## src/design/byte_fifo_drop_oldest_defines.svh

```systemverilog
// ---------------------------------------------------------------------------
// Byte FIFO drop-oldest assertion macros
// Shared property macros for the controller and datapath checks.
// ---------------------------------------------------------------------------
`ifndef BYTE_FIFO_DROP_OLDEST_DEFINES_SVH
`define BYTE_FIFO_DROP_OLDEST_DEFINES_SVH

// Same-cycle implication, checked outside of reset.
`define BFDO_ASSERT_IMP(label, clk, rst, ante, cons) \
   label: assert property (@(posedge clk) disable iff (rst) (ante) |-> (cons)) \
      else $error("same-cycle implication failed");

// Next-cycle implication, checked outside of reset.
`define BFDO_ASSERT_NEXT(label, clk, rst, ante, cons) \
   label: assert property (@(posedge clk) disable iff (rst) (ante) |=> (cons)) \
      else $error("next-cycle implication failed");

`endif

```

## src/design/bfdo_pkg.sv

```systemverilog
// ---------------------------------------------------------------------------
// Byte FIFO drop-oldest package
// Shared sizes, action codes and controller/datapath command structs.
// ---------------------------------------------------------------------------
`timescale 1ns / 1ps

package bfdo_pkg;

   // Number of slots in the ring; one slot always stays empty.
   localparam int DEPTH = 128;
   localparam int ADDR_W = $clog2(DEPTH);

   // Widths of the transaction fields.
   localparam int ACTION_W = 2;
   localparam int DATA_W = 8;
   localparam int COUNT_FIELD_W = 7;

   // Byte returned when no stored byte is delivered.
   localparam logic [DATA_W-1:0] EMPTY_BYTE = '1;

   typedef enum logic [ACTION_W-1:0] {
      ACT_PUT   = 2'd0,
      ACT_GET   = 2'd1,
      ACT_PEEK  = 2'd2,
      ACT_CLEAR = 2'd3
   } action_type;

   // Commands from the controller to the datapath.
   typedef struct packed {
      logic put;       // store a byte, dropping the oldest when full
      logic clear;     // reset both pointers
      logic pop;       // advance the read pointer after a get
      logic load_imm;  // load a result that carries no stored byte
      logic load_mem;  // load a result with the byte read from the store
   } dp_cmd_type;

   // Status from the datapath to the controller.
   typedef struct packed {
      logic empty;
   } dp_sts_type;

endpackage

```

## src/design/bfdo_req_if.sv

```systemverilog
// ---------------------------------------------------------------------------
// Byte FIFO drop-oldest request channel
// Valid/ready channel carrying one action and its data byte.
// ---------------------------------------------------------------------------
`timescale 1ns / 1ps

interface bfdo_req_if;
   logic                               valid;
   logic                               ready;
   logic [bfdo_pkg::ACTION_W-1:0]      action;
   logic [bfdo_pkg::DATA_W-1:0]        data_in;

   modport source (output valid, output action, output data_in, input ready);
   modport sink   (input valid, input action, input data_in, output ready);
endinterface

```

## src/design/bfdo_rsp_if.sv

```systemverilog
// ---------------------------------------------------------------------------
// Byte FIFO drop-oldest response channel
// Valid/ready channel carrying the result of one action.
// ---------------------------------------------------------------------------
`timescale 1ns / 1ps

interface bfdo_rsp_if;
   logic                                  valid;
   logic                                  ready;
   logic [bfdo_pkg::DATA_W-1:0]           data_out;
   logic                                  data_valid;
   logic                                  dropped_oldest;
   logic [bfdo_pkg::COUNT_FIELD_W-1:0]    bytes_available;
   logic [bfdo_pkg::COUNT_FIELD_W-1:0]    bytes_free;

   modport source (output valid, output data_out, output data_valid,
                   output dropped_oldest, output bytes_available, output bytes_free,
                   input ready);
   modport sink   (input valid, input data_out, input data_valid,
                   input dropped_oldest, input bytes_available, input bytes_free,
                   output ready);
endinterface

```

## src/design/byte_fifo_drop_oldest.sv

```systemverilog
// ---------------------------------------------------------------------------
// Byte FIFO with drop-oldest policy
// Ring buffer of bytes taking put, get, peek and clear actions.
// ---------------------------------------------------------------------------
//
// Channel   Modport  Direction  Contents
// req_chan  sink     in         action, data_in
// rsp_chan  source   out        data_out, data_valid, dropped_oldest,
//                               bytes_available, bytes_free
//
// A put, a clear, or a get or peek on an empty buffer loads the result register
// on acceptance. A get or peek that finds a byte passes through a fetch state,
// because the byte store has a registered read port that is read at the read pointer.
// Reset is synchronous and active high; it zeroes both pointers, and the
// byte store itself is not cleared because only held entries are ever read.
// A new transaction is taken while a result waits, as long as that result
// is taken in the same cycle; otherwise the request side stalls.
`timescale 1ns / 1ps

module byte_fifo_drop_oldest (
   input  logic         clock,
   input  logic         reset,
   bfdo_req_if.sink     req_chan,
   bfdo_rsp_if.source   rsp_chan
);

   // Commands and status between the controller and the datapath.
   bfdo_pkg::dp_cmd_type   cmd;
   bfdo_pkg::dp_sts_type   sts;

   // The controller decides what each request transaction does and tracks
   // whether the result register holds an undelivered transaction.
   bfdo_ctrl u_ctrl (
      .clock      (clock),
      .reset      (reset),
      .req_valid  (req_chan.valid),
      .req_ready  (req_chan.ready),
      .req_action (req_chan.action),
      .rsp_valid  (rsp_chan.valid),
      .rsp_ready  (rsp_chan.ready),
      .cmd        (cmd),
      .sts        (sts)
   );

   // The datapath holds the byte store, both pointers and the result fields.
   bfdo_dpath u_dpath (
      .clock           (clock),
      .reset           (reset),
      .cmd             (cmd),
      .sts             (sts),
      .data_in         (req_chan.data_in),
      .data_out        (rsp_chan.data_out),
      .data_valid      (rsp_chan.data_valid),
      .dropped_oldest  (rsp_chan.dropped_oldest),
      .bytes_available (rsp_chan.bytes_available),
      .bytes_free      (rsp_chan.bytes_free)
   );

endmodule

```

## src/design/bfdo_dpath.sv

```systemverilog
// ---------------------------------------------------------------------------
// Byte FIFO drop-oldest datapath
// Byte store, ring pointers, occupancy math and the result register.
// ---------------------------------------------------------------------------
`timescale 1ns / 1ps
`include "byte_fifo_drop_oldest_defines.svh"

module bfdo_dpath (
   input  logic                                  clock,
   input  logic                                  reset,
   input  bfdo_pkg::dp_cmd_type                  cmd,
   output bfdo_pkg::dp_sts_type                  sts,
   input  logic [bfdo_pkg::DATA_W-1:0]           data_in,
   output logic [bfdo_pkg::DATA_W-1:0]           data_out,
   output logic                                  data_valid,
   output logic                                  dropped_oldest,
   output logic [bfdo_pkg::COUNT_FIELD_W-1:0]    bytes_available,
   output logic [bfdo_pkg::COUNT_FIELD_W-1:0]    bytes_free
);

   localparam int AW = bfdo_pkg::ADDR_W;
   localparam int EXT_W = (AW > bfdo_pkg::COUNT_FIELD_W) ? AW : bfdo_pkg::COUNT_FIELD_W;
   localparam logic [AW-1:0] LAST_SLOT = AW'(bfdo_pkg::DEPTH - 1);

   function automatic logic [AW-1:0] next_slot(input logic [AW-1:0] p);
      return (p == LAST_SLOT) ? '0 : p + 1'b1;
   endfunction

   // Bytes held between the two pointers, modulo the ring size.
   function automatic logic [AW-1:0] held_of(input logic [AW-1:0] wr, input logic [AW-1:0] rd);
      logic [AW:0] wrap;
      wrap = {1'b0, wr} + (AW + 1)'(bfdo_pkg::DEPTH) - {1'b0, rd};
      return (wr >= rd) ? (wr - rd) : wrap[AW-1:0];
   endfunction

   // Low bits of a count as carried in the result fields.
   function automatic logic [bfdo_pkg::COUNT_FIELD_W-1:0] to_field(input logic [AW-1:0] c);
      logic [EXT_W-1:0] ext;
      ext = EXT_W'(c);
      return ext[bfdo_pkg::COUNT_FIELD_W-1:0];
   endfunction

   logic [bfdo_pkg::DATA_W-1:0]          store_ff [bfdo_pkg::DEPTH];
   logic [bfdo_pkg::DATA_W-1:0]          rd_data_ff;
   logic [AW-1:0]                        wr_ptr_ff, wr_ptr_in;
   logic [AW-1:0]                        rd_ptr_ff, rd_ptr_in;
   logic [AW-1:0]                        held, held_next, free_next;
   logic                                 full;

   logic [bfdo_pkg::DATA_W-1:0]          data_out_ff;
   logic                                 data_valid_ff;
   logic                                 dropped_ff;
   logic [bfdo_pkg::COUNT_FIELD_W-1:0]   avail_ff;
   logic [bfdo_pkg::COUNT_FIELD_W-1:0]   free_ff;

   assign held = held_of(wr_ptr_ff, rd_ptr_ff);
   assign full = (held == LAST_SLOT);
   assign sts.empty = (held == '0);

   always_comb begin
      wr_ptr_in = wr_ptr_ff;
      rd_ptr_in = rd_ptr_ff;
      if (cmd.clear) begin
         wr_ptr_in = '0;
         rd_ptr_in = '0;
      end else if (cmd.put) begin
         wr_ptr_in = next_slot(wr_ptr_ff);
         if (full) begin
            rd_ptr_in = next_slot(rd_ptr_ff);
         end
      end else if (cmd.pop) begin
         rd_ptr_in = next_slot(rd_ptr_ff);
      end
   end

   assign held_next = held_of(wr_ptr_in, rd_ptr_in);
   assign free_next = LAST_SLOT - held_next;

   always_ff @(posedge clock) begin
      if (reset) begin
         wr_ptr_ff <= '0;
         rd_ptr_ff <= '0;
      end else begin
         wr_ptr_ff <= wr_ptr_in;
         rd_ptr_ff <= rd_ptr_in;
      end
   end

   // Byte store: one write port, one registered read port at the read pointer.
   always_ff @(posedge clock) begin
      if (cmd.put) begin
         store_ff[wr_ptr_ff] <= data_in;
      end
      rd_data_ff <= store_ff[rd_ptr_ff];
   end

   always_ff @(posedge clock) begin
      if (cmd.load_mem) begin
         data_out_ff   <= rd_data_ff;
         data_valid_ff <= 1'b1;
         dropped_ff    <= 1'b0;
         avail_ff      <= to_field(held_next);
         free_ff       <= to_field(free_next);
      end else if (cmd.load_imm) begin
         data_out_ff   <= bfdo_pkg::EMPTY_BYTE;
         data_valid_ff <= 1'b0;
         dropped_ff    <= cmd.put && full;
         avail_ff      <= to_field(held_next);
         free_ff       <= to_field(free_next);
      end
   end

   assign data_out        = data_out_ff;
   assign data_valid      = data_valid_ff;
   assign dropped_oldest  = dropped_ff;
   assign bytes_available = avail_ff;
   assign bytes_free      = free_ff;

   `BFDO_ASSERT_NEXT(a_put_full_stays_full, clock, reset, cmd.put && full, held == LAST_SLOT)
   `BFDO_ASSERT_NEXT(a_clear_empties, clock, reset, cmd.clear, sts.empty)
   `BFDO_ASSERT_NEXT(a_mem_result_valid, clock, reset, cmd.load_mem, data_valid && !dropped_oldest)

endmodule

```

## src/design/bfdo_ctrl.sv

```systemverilog
// ---------------------------------------------------------------------------
// Byte FIFO drop-oldest controller
// Sequences each action and owns the request and response handshakes.
// ---------------------------------------------------------------------------
`timescale 1ns / 1ps
`include "byte_fifo_drop_oldest_defines.svh"

module bfdo_ctrl (
   input  logic                               clock,
   input  logic                               reset,
   input  logic                               req_valid,
   output logic                               req_ready,
   input  logic [bfdo_pkg::ACTION_W-1:0]      req_action,
   output logic                               rsp_valid,
   input  logic                               rsp_ready,
   output bfdo_pkg::dp_cmd_type               cmd,
   input  bfdo_pkg::dp_sts_type               sts
);

   typedef enum logic {
      ST_IDLE,
      ST_FETCH
   } state_type;

   state_type              state_ff, state_in;
   logic                   is_get_ff, is_get_in;
   logic                   rsp_valid_ff, rsp_valid_in;
   logic                   accept;
   logic                   load;
   bfdo_pkg::action_type   act;

   assign act       = bfdo_pkg::action_type'(req_action);
   assign req_ready = (state_ff == ST_IDLE) && (!rsp_valid_ff || rsp_ready);
   assign accept    = req_valid && req_ready;
   assign load      = cmd.load_imm || cmd.load_mem;

   always_comb begin
      cmd       = '0;
      state_in  = state_ff;
      is_get_in = is_get_ff;
      unique case (state_ff)
         ST_IDLE: begin
            if (accept) begin
               unique case (act)
                  bfdo_pkg::ACT_PUT: begin
                     cmd.put      = 1'b1;
                     cmd.load_imm = 1'b1;
                  end
                  bfdo_pkg::ACT_CLEAR: begin
                     cmd.clear    = 1'b1;
                     cmd.load_imm = 1'b1;
                  end
                  bfdo_pkg::ACT_GET, bfdo_pkg::ACT_PEEK: begin
                     if (sts.empty) begin
                        cmd.load_imm = 1'b1;
                     end else begin
                        state_in  = ST_FETCH;
                        is_get_in = (act == bfdo_pkg::ACT_GET);
                     end
                  end
                  default: begin
                     cmd.load_imm = 1'b1;
                  end
               endcase
            end
         end
         ST_FETCH: begin
            cmd.load_mem = 1'b1;
            cmd.pop      = is_get_ff;
            state_in     = ST_IDLE;
         end
         default: begin
            state_in = ST_IDLE;
         end
      endcase
   end

   always_comb begin
      rsp_valid_in = rsp_valid_ff;
      if (load) begin
         rsp_valid_in = 1'b1;
      end else if (rsp_ready) begin
         rsp_valid_in = 1'b0;
      end
   end

   always_ff @(posedge clock) begin
      if (reset) begin
         state_ff     <= ST_IDLE;
         is_get_ff    <= 1'b0;
         rsp_valid_ff <= 1'b0;
      end else begin
         state_ff     <= state_in;
         is_get_ff    <= is_get_in;
         rsp_valid_ff <= rsp_valid_in;
      end
   end

   assign rsp_valid = rsp_valid_ff;

   `BFDO_ASSERT_IMP(a_no_result_overwrite, clock, reset, load, !rsp_valid_ff || rsp_ready)
   `BFDO_ASSERT_IMP(a_fetch_output_free, clock, reset, state_ff == ST_FETCH, !rsp_valid_ff)
   `BFDO_ASSERT_NEXT(a_read_goes_to_fetch, clock, reset,
      accept && !sts.empty && (act == bfdo_pkg::ACT_GET || act == bfdo_pkg::ACT_PEEK),
      state_ff == ST_FETCH)

endmodule

```

## src/flat_wrapper.sv

```systemverilog
// flat-port wrapper written by rule: the top's interface ports become plain ports
module byte_fifo_drop_oldest_flat 
  (clock, reset, req_chan_valid, req_chan_action, req_chan_data_in, req_chan_ready, rsp_chan_valid, rsp_chan_data_out, rsp_chan_data_valid, rsp_chan_dropped_oldest, rsp_chan_bytes_available, rsp_chan_bytes_free, rsp_chan_ready);
  bfdo_req_if req_chan_i ();
  bfdo_rsp_if rsp_chan_i ();
  input  logic clock;
  input  logic reset;
  input wire logic [$bits(req_chan_i.valid)-1:0] req_chan_valid;
  input wire logic [$bits(req_chan_i.action)-1:0] req_chan_action;
  input wire logic [$bits(req_chan_i.data_in)-1:0] req_chan_data_in;
  output wire logic [$bits(req_chan_i.ready)-1:0] req_chan_ready;
  output wire logic [$bits(rsp_chan_i.valid)-1:0] rsp_chan_valid;
  output wire logic [$bits(rsp_chan_i.data_out)-1:0] rsp_chan_data_out;
  output wire logic [$bits(rsp_chan_i.data_valid)-1:0] rsp_chan_data_valid;
  output wire logic [$bits(rsp_chan_i.dropped_oldest)-1:0] rsp_chan_dropped_oldest;
  output wire logic [$bits(rsp_chan_i.bytes_available)-1:0] rsp_chan_bytes_available;
  output wire logic [$bits(rsp_chan_i.bytes_free)-1:0] rsp_chan_bytes_free;
  input wire logic [$bits(rsp_chan_i.ready)-1:0] rsp_chan_ready;
  assign req_chan_i.valid = req_chan_valid;
  assign req_chan_i.action = req_chan_action;
  assign req_chan_i.data_in = req_chan_data_in;
  assign req_chan_ready = req_chan_i.ready;
  assign rsp_chan_valid = rsp_chan_i.valid;
  assign rsp_chan_data_out = rsp_chan_i.data_out;
  assign rsp_chan_data_valid = rsp_chan_i.data_valid;
  assign rsp_chan_dropped_oldest = rsp_chan_i.dropped_oldest;
  assign rsp_chan_bytes_available = rsp_chan_i.bytes_available;
  assign rsp_chan_bytes_free = rsp_chan_i.bytes_free;
  assign rsp_chan_i.ready = rsp_chan_ready;
  byte_fifo_drop_oldest u_core (.clock(clock), .reset(reset), .req_chan(req_chan_i), .rsp_chan(rsp_chan_i));
endmodule
```

## config.mk

```make
export PLATFORM = sky130hd
export DESIGN_NAME = byte_fifo_drop_oldest_flat
export DESIGN_NICKNAME = d
export VERILOG_FILES = /design/src/design/bfdo_pkg.sv /design/src/design/bfdo_req_if.sv /design/src/design/bfdo_rsp_if.sv /design/src/design/byte_fifo_drop_oldest.sv /design/src/design/bfdo_dpath.sv /design/src/design/bfdo_ctrl.sv /design/src/flat_wrapper.sv
export VERILOG_INCLUDE_DIRS = /design/src /design/src/design
export SDC_FILE = /design/constraint.sdc
export NUM_CORES = 1
export LEC_CHECK = 0
export BUFFER_PORTS_ARGS = -buffer_cell sky130_fd_sc_hd__buf_2
export CAP_MARGIN = 10
export CORE_AREA = 2 2 317 241
export DETAILED_ROUTE_END_ITERATION = 7
export DIE_AREA = 0 0 319 243
export PLACE_DENSITY = 0.84
export SLEW_MARGIN = 25
export SYNTH_ARGS = -nofsm -noshare
export SYNTH_HDL_FRONTEND = slang
export SYNTH_SLANG_ARGS = --single-unit
```

## constraint.sdc

```tcl
create_clock -name clock -period 15.4 [get_ports clock]
set_input_delay 0.77 -clock clock [delete_from_list [all_inputs] [get_ports clock]]
set_output_delay 0.77 -clock clock [all_outputs]
set_load 0.02 [all_outputs]
```

## After elaboration in Yosys (flattened, before gate mapping)

Memory sizes are Yosys's and may differ from the RTL's. A register that Yosys moved wholly into a read port is not among the register bits.
Index checks and enable logic that the tools add are counted.

| operators by class | value |
|---|---|
| magnitude comparators | 2 |
| multiplexer cells | 34 |
| eq/ne operators | 6 |
| $add $sub $neg | 9 |
| reductions and logical operators | 13 |
| bitwise logic cells | 2 |

Operators with widths:

| kind | number |
|---|---|
| $mux 7 | 14 |
| $add 7x1->7 const B | 4 |
| $sub 7x7->7 | 4 |
| $eq 7x7->1 const B | 3 |
| $mux 8 | 2 |
| $ge 7x7->1 | 2 |
| $mux 1 | 14 |
| $logic_not 7->1 | 1 |
| $sub 7x7->7 const A | 1 |
| $eq 2x2->1 const B | 2 |
| $mux 2 | 2 |
| $pmux 1 s2 | 2 |
| $reduce_and 4->1 | 1 |
| $reduce_bool 2->1 | 2 |
| $reduce_or 2->1 | 2 |
| $logic_and 1x1->1 | 3 |
| $eq 2x1->1 const B | 1 |
| $logic_not 2->1 | 1 |
| $logic_or 1x1->1 | 2 |
| $not 1->1 | 2 |
| $logic_not 1->1 | 1 |

| storage, ports and cells | value |
|---|---|
| word-level logic and storage cells | 77 |
| memory bits (writable) | 1024 |
| register bits after elaboration | 41 |
| memories kept | 1 |

Memories:

| name | depth | width | rd ports | clocked after memory_dff | write ports | line | text |
|---|---|---|---|---|---|---|---|
| u_core.u_dpath.store_ff | 128 | 8 | 1 | 1 | 1 | bfdo_dpath.sv:43 | `logic [bfdo_pkg::DATA_W-1:0] store_ff [bfdo_pkg::DEPTH];` |

## Logic depth before layout (Yosys ltp)

Gate-level depths: netlist of run 1.

| logic depth | value |
|---|---|
| depth after elaboration | 14 |
| gate-level depth with buffers | 23 |
| mapped depth without buffers | 21 |

## Modules after synthesis

Synthesis of run 1 repeated with hierarchy kept, for this count alone.

| unflattened totals | value |
|---|---|
| cell total of the unflattened synthesis | 2162 |
| area total of the unflattened synthesis | 42577.1 um2 |

Modules (own cells, without submodules):

| module | instances | cells each | sequential area each (um2) | area each (um2) |
|---|---|---|---|---|
| bfdo_dpath | 1 | 2139 | 31890.6 | 42344.4 |
| bfdo_ctrl | 1 | 23 | 60.1 | 232.7 |

## Least setup slack after synthesis of run 1

No wires, ideal clock.

| timing | value |
|---|---|
| kind | register to register |
| from | reg u_core.u_dpath.rd_ptr_ff[1] |
| to | reg u_core.u_dpath.free_ff, in the netlist u_core.u_dpath.bytes_free[6] (data pin) |
| data required time | 15145 ps |
| period minus slack after synthesis | 4982 ps |
| setup slack | 10418 ps |
| path buffers | 2 |
| stages on the path, launching flop included | 22 |
| library setup time | 255 ps |
| data arrival time | 4728 ps |
| cells stage by stage | dfxtp_1 > buf_1 > clkbuf_1 > inv_1 > fa_1 > a211oi_2 > o21bai_1 > a21oi_2 > xnor2_2 > o41ai_4 > mux2i_1 > nor2_1 > ha_1 > inv_1 > fa_1 > a21o_1 > a21oi_1 > o21bai_1 > a21oi_1 > nor2b_1 > o211ai_1 > and2_1 |

| between the ends | value |
|---|---|
| cells in the longest elaborated chain, start to end | 11 |
| elaborated cells between the ends (all ways) | 19 |
| those cells by class | add/sub (6); order compare (2); eq/ne (2); mux (9) |

RTL lines:

| element | line | text |
|---|---|---|
| start: declaration | bfdo_dpath.sv:46 | `logic [AW-1:0] rd_ptr_ff, rd_ptr_in;` |
| start signal: assignment | bfdo_dpath.sv:85 | `rd_ptr_ff <= rd_ptr_in;` |
| $sub 7x7->7, or another cell as far along | bfdo_dpath.sv:32 | `wrap = {1'b0, wr} + (AW + 1)'(bfdo_pkg::DEPTH) - {1'b0, rd};` |
| $mux 7 | bfdo_dpath.sv:33 | `return (wr >= rd) ? (wr - rd) : wrap[AW-1:0];` |
| $eq 7x7->1 | bfdo_dpath.sv:57 | `assign full = (held == LAST_SLOT);` |
| $mux 7 | bfdo_dpath.sv:68 | `if (full) begin` |
| $mux 7 * | bfdo_dpath.sv:66 | `end else if (cmd.put) begin` |
| $mux 7 * | bfdo_dpath.sv:63 | `if (cmd.clear) begin` |
| net u_core.u_dpath.rd_ptr_in[0] | bfdo_dpath.sv:46 |  |
| $sub 7x7->7, or another cell as far along | bfdo_dpath.sv:32 |  |
| $mux 7 * | bfdo_dpath.sv:33 |  |
| $sub 7x7->7 * | bfdo_dpath.sv:77 | `assign free_next = LAST_SLOT - held_next;` |
| net u_core.u_dpath.free_next[6] | bfdo_dpath.sv:47 | `logic [AW-1:0] held, held_next, free_next;` |
| $mux 7 | bfdo_dpath.sv:104 | `end else if (cmd.load_imm) begin` |
| $mux 7 * | bfdo_dpath.sv:98 | `if (cmd.load_mem) begin` |
| end signal: assignment | bfdo_dpath.sv:103 | `free_ff <= to_field(free_next);` |
| end signal: assignment | bfdo_dpath.sv:109 | `free_ff <= to_field(free_next);` |
| end: declaration | bfdo_dpath.sv:54 | `logic [bfdo_pkg::COUNT_FIELD_W-1:0] free_ff;` |

The timed path passes the listed nets; every way through them passes the cells marked *. The select of a mux whose other input is x is not followed.
A chain may end at the register's enable or synchronous reset.

## Worst setup path in the final report of run 1

| timing | value |
|---|---|
| from | reg u_core.u_dpath.rd_ptr_ff[2] |
| to | reg u_core.u_dpath.free_ff, in the netlist u_core.u_dpath.bytes_free[6] (data pin) |

Same word-level chain as after synthesis.

==> results of run 1 <==
metal layers:
layer / vias up / global-route usage, %
met5: - / 0
met4: 10 / 6.98
met3: 187 / 6.98
met2: 1604 / 40.3
met1: 10915 / 38.1
li1: 8067 / -
flip-flops by register name, summed over array words and instances, names as in the netlist:
| signal | cells |
|---|---|
| u_core.u_dpath.wr_ptr_ff | 7 |
| u_core.u_dpath.data_out | 8 |
| u_core.u_dpath.dropped_oldest | 1 |
| u_core.u_dpath.rd_data_ff | 8 |
| u_core.u_ctrl.rsp_valid | 1 |
| u_core.u_dpath.store_ff | 1024 |
| u_core.u_dpath.bytes_free | 7 |
| u_core.u_dpath.data_valid | 1 |
| u_core.u_dpath.bytes_available | 7 |
| u_core.u_dpath.rd_ptr_ff | 7 |
| u_core.u_ctrl.state_ff | 1 |
| u_core.u_ctrl.is_get_ff | 1 |
cell type report:
type,count,area [um^2]
multi-input cells,709,9620
fillers,4745,28100
clock buffers,124,2570
flip-flops and latches,1073,32000
repair buffers,61,444
clock inverters,46,443
inverters,24,92.6
well taps,979,1220
logic make-up after synthesis:
| group | synth area share (%) |
|---|---|
| AND/OR/NAND/NOR | 2.60 |
| buffers and inverters | 1.26 |
| AO/OA/AOI/OAI | 1.13 |
| adder cells (fa/ha/maj) | 0.601 |
| XOR/XNOR | 0.351 |
| multiplexers | 18.1 |
| flip-flops | 75.9 |
synth_stat cells, types with 4 or more instances:
cell         n  share of area, %
edfxtp_1  1046                75
mux4_2     320                17
nor2_1     159               1.4
clkbuf_1    46              0.41
buf_2       34              0.40
nand2_1     31              0.28
dfxtp_1     27               1.3
inv_1       24              0.21
mux2i_1     23              0.55
ha_1        17              0.51
mux2_2      16              0.43
nand3_1     16              0.19
nor2b_1     13              0.19
nand2b_1    12              0.18
a21oi_1      8             0.095
a221oi_1     8              0.17
o22ai_1      8              0.12
xor2_1       8              0.17
buf_4        7              0.12
xnor2_1      7              0.15
nor3_1       6             0.071
a21o_1       5             0.089
buf_1        5             0.045
o21ai_0      5             0.059
a31oi_1      4             0.059
and3_1       4             0.059
final timing paths:
check	from	end	slack, ps	depth (start not counted)
setup / recovery	u_core.u_dpath.rd_ptr_ff[2]$_SDFF_PP0_	u_core.u_dpath.bytes_free[6]$_DFFE_PP_	9750	19
hold / removal	reset	u_core.u_dpath.rd_ptr_ff[6]$_SDFF_PP0_	470	2
hold reg to reg	u_core.u_dpath.rd_data_ff[4]$_DFF_P_	u_core.u_dpath.data_out[4]$_SDFFCE_PN1P_	510	1
setup reg to reg	u_core.u_dpath.rd_ptr_ff[2]$_SDFF_PP0_	u_core.u_dpath.bytes_free[6]$_DFFE_PP_	9750	19
per-stage QoR:
step | setup slack (ps) | instance area (um^2) | hold slack, ps | power, W | std cells
6_report | 9750 | 46400 | 465 | 0.00569 | 3016
5_1_grt | 9380 | 46400 | 460 | 0.00580 | 3016
4_1_cts | 9630 | 46300 | 437 | 0.00570 | 3015
3_5_place_dp | 9610 | 43300 | 461 | 0.00341 | 2845
3_3_place_gp | 9750 | 43300 | 442 | 0.00340 | 2845
2_1_floorplan | 10420 | 42100 | 463 | 0.00333 | 1901
where the power goes:
group / internal, W / switching [W]
Combinational: 0.0000331 / 0.000100
Clock: 0.00131 / 0.00103
Sequential: 0.00321 / 0.00000696
Total: 0.00455 / 0.00114
worst max-delay path, cell delays in order (launching register included):
cell	delay, ps
dfxtp_4	1090
inv_1	220
ha_1	410
o21ai_0	180
a21oi_1	90
nor4_1	310
a311oi_2	170
o41ai_4	700
mux2i_1	190
nor2_1	140
ha_1	150
inv_1	60
fa_1	400
a21o_1	180
a21oi_1	220
o21bai_1	90
a21oi_1	290
o21ai_0	150
a22o_1	230
and2_1	140
layout by cell type (no fill, tap or decap), types with 3 or more instances in the layout:
| master | instances |
|---|---|
| o21ai_0 | 5 |
| inv_1 | 23 |
| mux4_2 | 320 |
| a21o_1 | 5 |
| mux2_2 | 16 |
| clkbuf_1 | 23 |
| nor2b_1 | 13 |
| a211oi_1 | 3 |
| bufinv_16 | 8 |
| a21oi_1 | 8 |
| nand3_1 | 16 |
| edfxtp_1 | 1046 |
| nand2b_1 | 12 |
| o21bai_1 | 3 |
| nor2_1 | 157 |
| nand2_2 | 4 |
| clkbuf_8 | 4 |
| clkbuf_16 | 97 |
| mux2i_1 | 23 |
| and2_1 | 3 |
| a31oi_1 | 4 |
| o22ai_1 | 8 |
| clkinv_2 | 11 |
| ha_1 | 17 |
| clkinv_1 | 19 |
| buf_6 | 5 |
| nor3_1 | 6 |
| and3_1 | 4 |
| xor2_1 | 8 |
| buf_2 | 31 |
| clkinvlp_4 | 4 |
| nand2_1 | 27 |
| xnor2_1 | 7 |
| buf_4 | 22 |
| a221oi_1 | 8 |
| dfxtp_1 | 23 |
==> results_dict.tcl, run 1 <==
set metrics [dict create \
    status "finished clean" \
    finalSetupViolations 0 \
    tightest_slew_ps 1110 \
    drcViolationCount 0 \
    fin_util_pct 62.3 \
    fin_tns_setup_ps 0 \
    area_growth_syn_to_layout_pct 10.1 \
    layout-drive-gt1-share_pct 26.8 \
    grt_usage_pct 26.3 \
    wl_per_cell_um 33.5 \
    fin_crit_sh_pct 36.7 \
    route.met3.wl_mm 12.2 \
    skew_ps 39.3 \
    fp.dieH_um 243 \
    first_global_vias 20618 \
    grt.overflow.total 0 \
    via_per_inst 6.89 \
    drv_cap 0 \
    nNetsFinal 1995 \
    slew_headroom_pct 25.7 \
    synth_nets 1934 \
    antenna_found_initial 5 \
    numCtsBuffers 93 \
    clock_latency_ps 670 \
    die_w_um 319 \
    vias 20783 \
    synth-edff-count 1046 \
    ys_seq_elements 1073 \
    ant_nets 0 \
    critPathLaunchType "flip-flop" \
    fmax_ghz 0.177 \
    cts_setup_buffers 0 \
    p_leak_nw 13.9 \
    crit_arrival_ps 6090 \
    ios 40 \
    cts.root.buffer_cell "clkbuf_16" \
    ys_seq_area_share_pct 75.9 \
    insertedDiodeCount 0 \
    critPathCaptureType "flip-flop" \
    htreeDepth 3 \
    place_congestion 0.916 \
    core-area_um2 74500 \
    routed_wl_mm 101 \
    start_util_pct 56.5 \
    grt_max_degree 115 \
    cts.sinks 1073 \
    hp-class "in2reg" \
    yosysWarnings 0 \
    portBuffers 39 \
    synth_area_um2 42100 \
    post_cts_resized 0 \
    critPathKind "reg2reg" \
    rsz0062_at_grt "false" \
    max-clock-path-buffers 3 \
    drt-initial-drc-count 3224 \
    first_pass_iters 5 \
    ir_drop_mv 0.114 \
    synth_async_sr_flop_share_pct 0 \
    hold_buffers 0 \
    period_needed_ps 5650 \
    wl_met2_mm 48.1 \
    clk_pin_slew_ps 70 \
    power_density_nw_per_um2 123 \
    hold_viol_final 0 \
    crit_path_max_fanout 66 \
    row_count 87 \
    slew_viol_final 0 \
    die_area_um2 77500 \
    grt_pass1_wl_mm 146 \
    synth_cell_types 56 \
    critPathRequiredTime_ps 15840 \
    syn_area_per_cell_um2 22.1 \
    wl_met1_mm 37.9 \
    dp_hpwl_mm 57.7 \
    top_layer "met5" \
    synthCells 1901 \
    synth-main-ff-cell "edfxtp_1" \
    cts_tree "yes" \
]
No activity file was read; power rests on OpenSTA's default activity.
==> run 2: changes to the inputs <==
Settings changed: PLACE_DENSITY 0.84 to 0.86.
Clock period 15.4 ns to 5.17 ns, I/O delays scaled along.
==> results_dict.tcl, run 2 (synthesis results as in run 1) <==
set metrics [dict create \
    status "complete, but fails checks" \
    violations "setup timing" \
    start_util_pct 56.5 \
    skew_ps 22.8 \
    area_growth_syn_to_layout_pct 10.4 \
    regMostFlops "u_core.u_dpath.store_ff" \
    hp-class "in2reg" \
    r2r_cells 20 \
    drcViolationCount 0 \
    dp_hpwl_mm 56.4 \
    layout-drive-gt1-share_pct 27.1 \
    multi_input_area_um2 9620 \
    critPathKind "reg2reg" \
    regArea_um2 32000 \
    critPathLaunchType "flip-flop" \
    portBuffers 39 \
    largest_register_ffs 1024 \
    worstHoldStart "req_chan_valid" \
    dp.cells 2857 \
    r2r_start "u_core.u_dpath.wr_ptr_ff[0]$_SDFF_PP0_" \
    first_pass_iters 6 \
    ios 40 \
    crit_path_max_fanout 8 \
    nNetsFinal 2008 \
    numCtsBuffers 90 \
    grt_usage_pct 27.2 \
    placed_cell_area_um2 43400 \
    post-route-cell-area_um2 46500 \
    period_needed_ps 5240 \
    setup_ws_ps -67.9 \
    ir_drop_mv 0.310 \
    hold_viol_final 0 \
    wl_per_cell_um 34.3 \
    hold_ws_ps 140 \
    rrSetupSlack_ps -70 \
    hold_end "u_core.u_ctrl.state_ff$_SDFF_PP0_" \
    crit_family "compound AO/OA/AOI/OAI gates" \
    grt_pass1_wl_mm 152 \
    tightest_slew_ps 1010 \
    critPathRequiredTime_ps 5580 \
    critPathCaptureType "flip-flop" \
    power_density_nw_per_um2 366 \
    clock_latency_ps 660 \
    crit_chain "inv_1 > ha_1 > inv_1 > fa_1 > a211oi_2 > nor2_1 > xor2_1 > nand3_2 > o41ai_4 > buf_6 > mux2i_1 > or2_1 > fa_1 > a21o_1 > a21oi_2 > o21bai_1 > a21oi_2 > nor2b_1 > o211ai_1 > and2_1" \
    via_per_inst 7.00 \
    drt-initial-drc-count 3420 \
    total_power_w 0.0170 \
    path_buf_inv 3 \
    slew_viol_final 0 \
    die_area_um2 77500 \
    layout_commonest_cell "edfxtp_1" \
    die_w_um 319 \
    fmax_ghz 0.191 \
    core-area_um2 74500 \
    preCtsSetupSlack_ps 391 \
    fp.dieH_um 243 \
    layout_common_cells "edfxtp_1, mux4_2, nor2_1, clkbuf_16, buf_4" \
    max-clock-path-buffers 3 \
    first_global_vias 21443 \
    place_congestion 0.957 \
    slew_headroom_pct 32.9 \
    hold_depth 4 \
    grt_max_degree 163 \
    antenna_found_initial 4 \
    fillers 4618 \
    p_leak_nw 13.9 \
    drv_cap 0 \
    fin_cells 3026 \
    cpPeakStageDelay_ps 540 \
    routed_wl_mm 104 \
    htreeDepth 3 \
    ant_nets 0 \
    vias 21184 \
    cts.root.buffer_cell "clkbuf_16" \
    finalSetupViolations 1 \
    grt.overflow.total 0 \
    cts_tree "yes" \
    cts.sinks 1073 \
    row_count 87 \
    fin_crit_sh_pct 101 \
    crit_arrival_ps 5640 \
    clk_pin_slew_ps 70 \
    cp_slowest_cell "o41ai_4" \
    r2r_end "u_core.u_dpath.bytes_free[6]$_DFFE_PP_" \
]
-- run 2: worst max-delay path by stage --
stage / from / slack [ps] / depth (start not counted) / to
CTS: u_core.u_dpath.wr_ptr_ff[0]$_SDFF_PP0_ / 90 / 20 / u_core.u_dpath.bytes_free[6]$_DFFE_PP_
floorplan: u_core.u_dpath.rd_ptr_ff[1]$_SDFF_PP0_ / 190 / 21 / u_core.u_dpath.bytes_free[6]$_DFFE_PP_
detailed placement: u_core.u_dpath.wr_ptr_ff[0]$_SDFF_PP0_ / 390 / 20 / u_core.u_dpath.bytes_free[6]$_DFFE_PP_
global placement: u_core.u_dpath.wr_ptr_ff[0]$_SDFF_PP0_ / 440 / 20 / u_core.u_dpath.bytes_free[6]$_DFFE_PP_
finish: u_core.u_dpath.wr_ptr_ff[0]$_SDFF_PP0_ / -70 / 20 / u_core.u_dpath.bytes_free[6]$_DFFE_PP_
global route: u_core.u_dpath.wr_ptr_ff[0]$_SDFF_PP0_ / -190 / 20 / u_core.u_dpath.bytes_free[6]$_DFFE_PP_
-- run 2: layer usage --
metal / up-vias / share of wire, % / GRT usage [%]
li1: 8077 / - / -
met1: 10927 / 36 / 37.3
met2: 1862 / 47 / 42.5
met3: 314 / 13 / 7.91
met4: 4 / 3.9 / 9.34
met5: - / 0.025 / 0
-- run 2: area by class of cell --
cell class | count | share of cell area [%]
diodes | 1 | 0.00539
clock buffers | 115 | 5.28
clock inverters | 48 | 1.15
inverters | 24 | 0.199
multi-input cells | 709 | 20.7
flip-flops and latches | 1073 | 68.8
well taps | 979 | 2.64
repair buffers | 77 | 1.24
-- run 2: through the flow --
stage | setup TNS [ps] | util (%)
6_report | -67.9 | 62.4
5_1_grt | -295 | 62.4
4_1_cts | 0 | 62.3
3_5_place_dp | 0 | 58.3
3_3_place_gp | 0 | 58.2
2_1_floorplan | 0 | -
-- run 2: report_power, final --
part | switching (W) | total, W | internal, W
logic | 0.000318 | 0.000419 | 0.000101
registers | 0.0000188 | 0.00958 | 0.00956
clock network | 0.00306 | 0.00702 | 0.00396
total | 0.00340 | 0.0170 | 0.0136
-- run 2: what timing repair did --
action / CTS / global route
setup endpoints to repair: 0 / 2
buffers inserted: 0 / 2
resized for setup: 0 / 4
hold buffers: 2 / 0
endpoints found under the hold margin: 27 / 0
-- run 2: tightest hold or removal path: cells and delay by family --
kind                   cells  cell delay (ps)
AOI/OAI and AO/OA          1              200
and+or+nand+nor            2              150
buffers and inverters      1              130
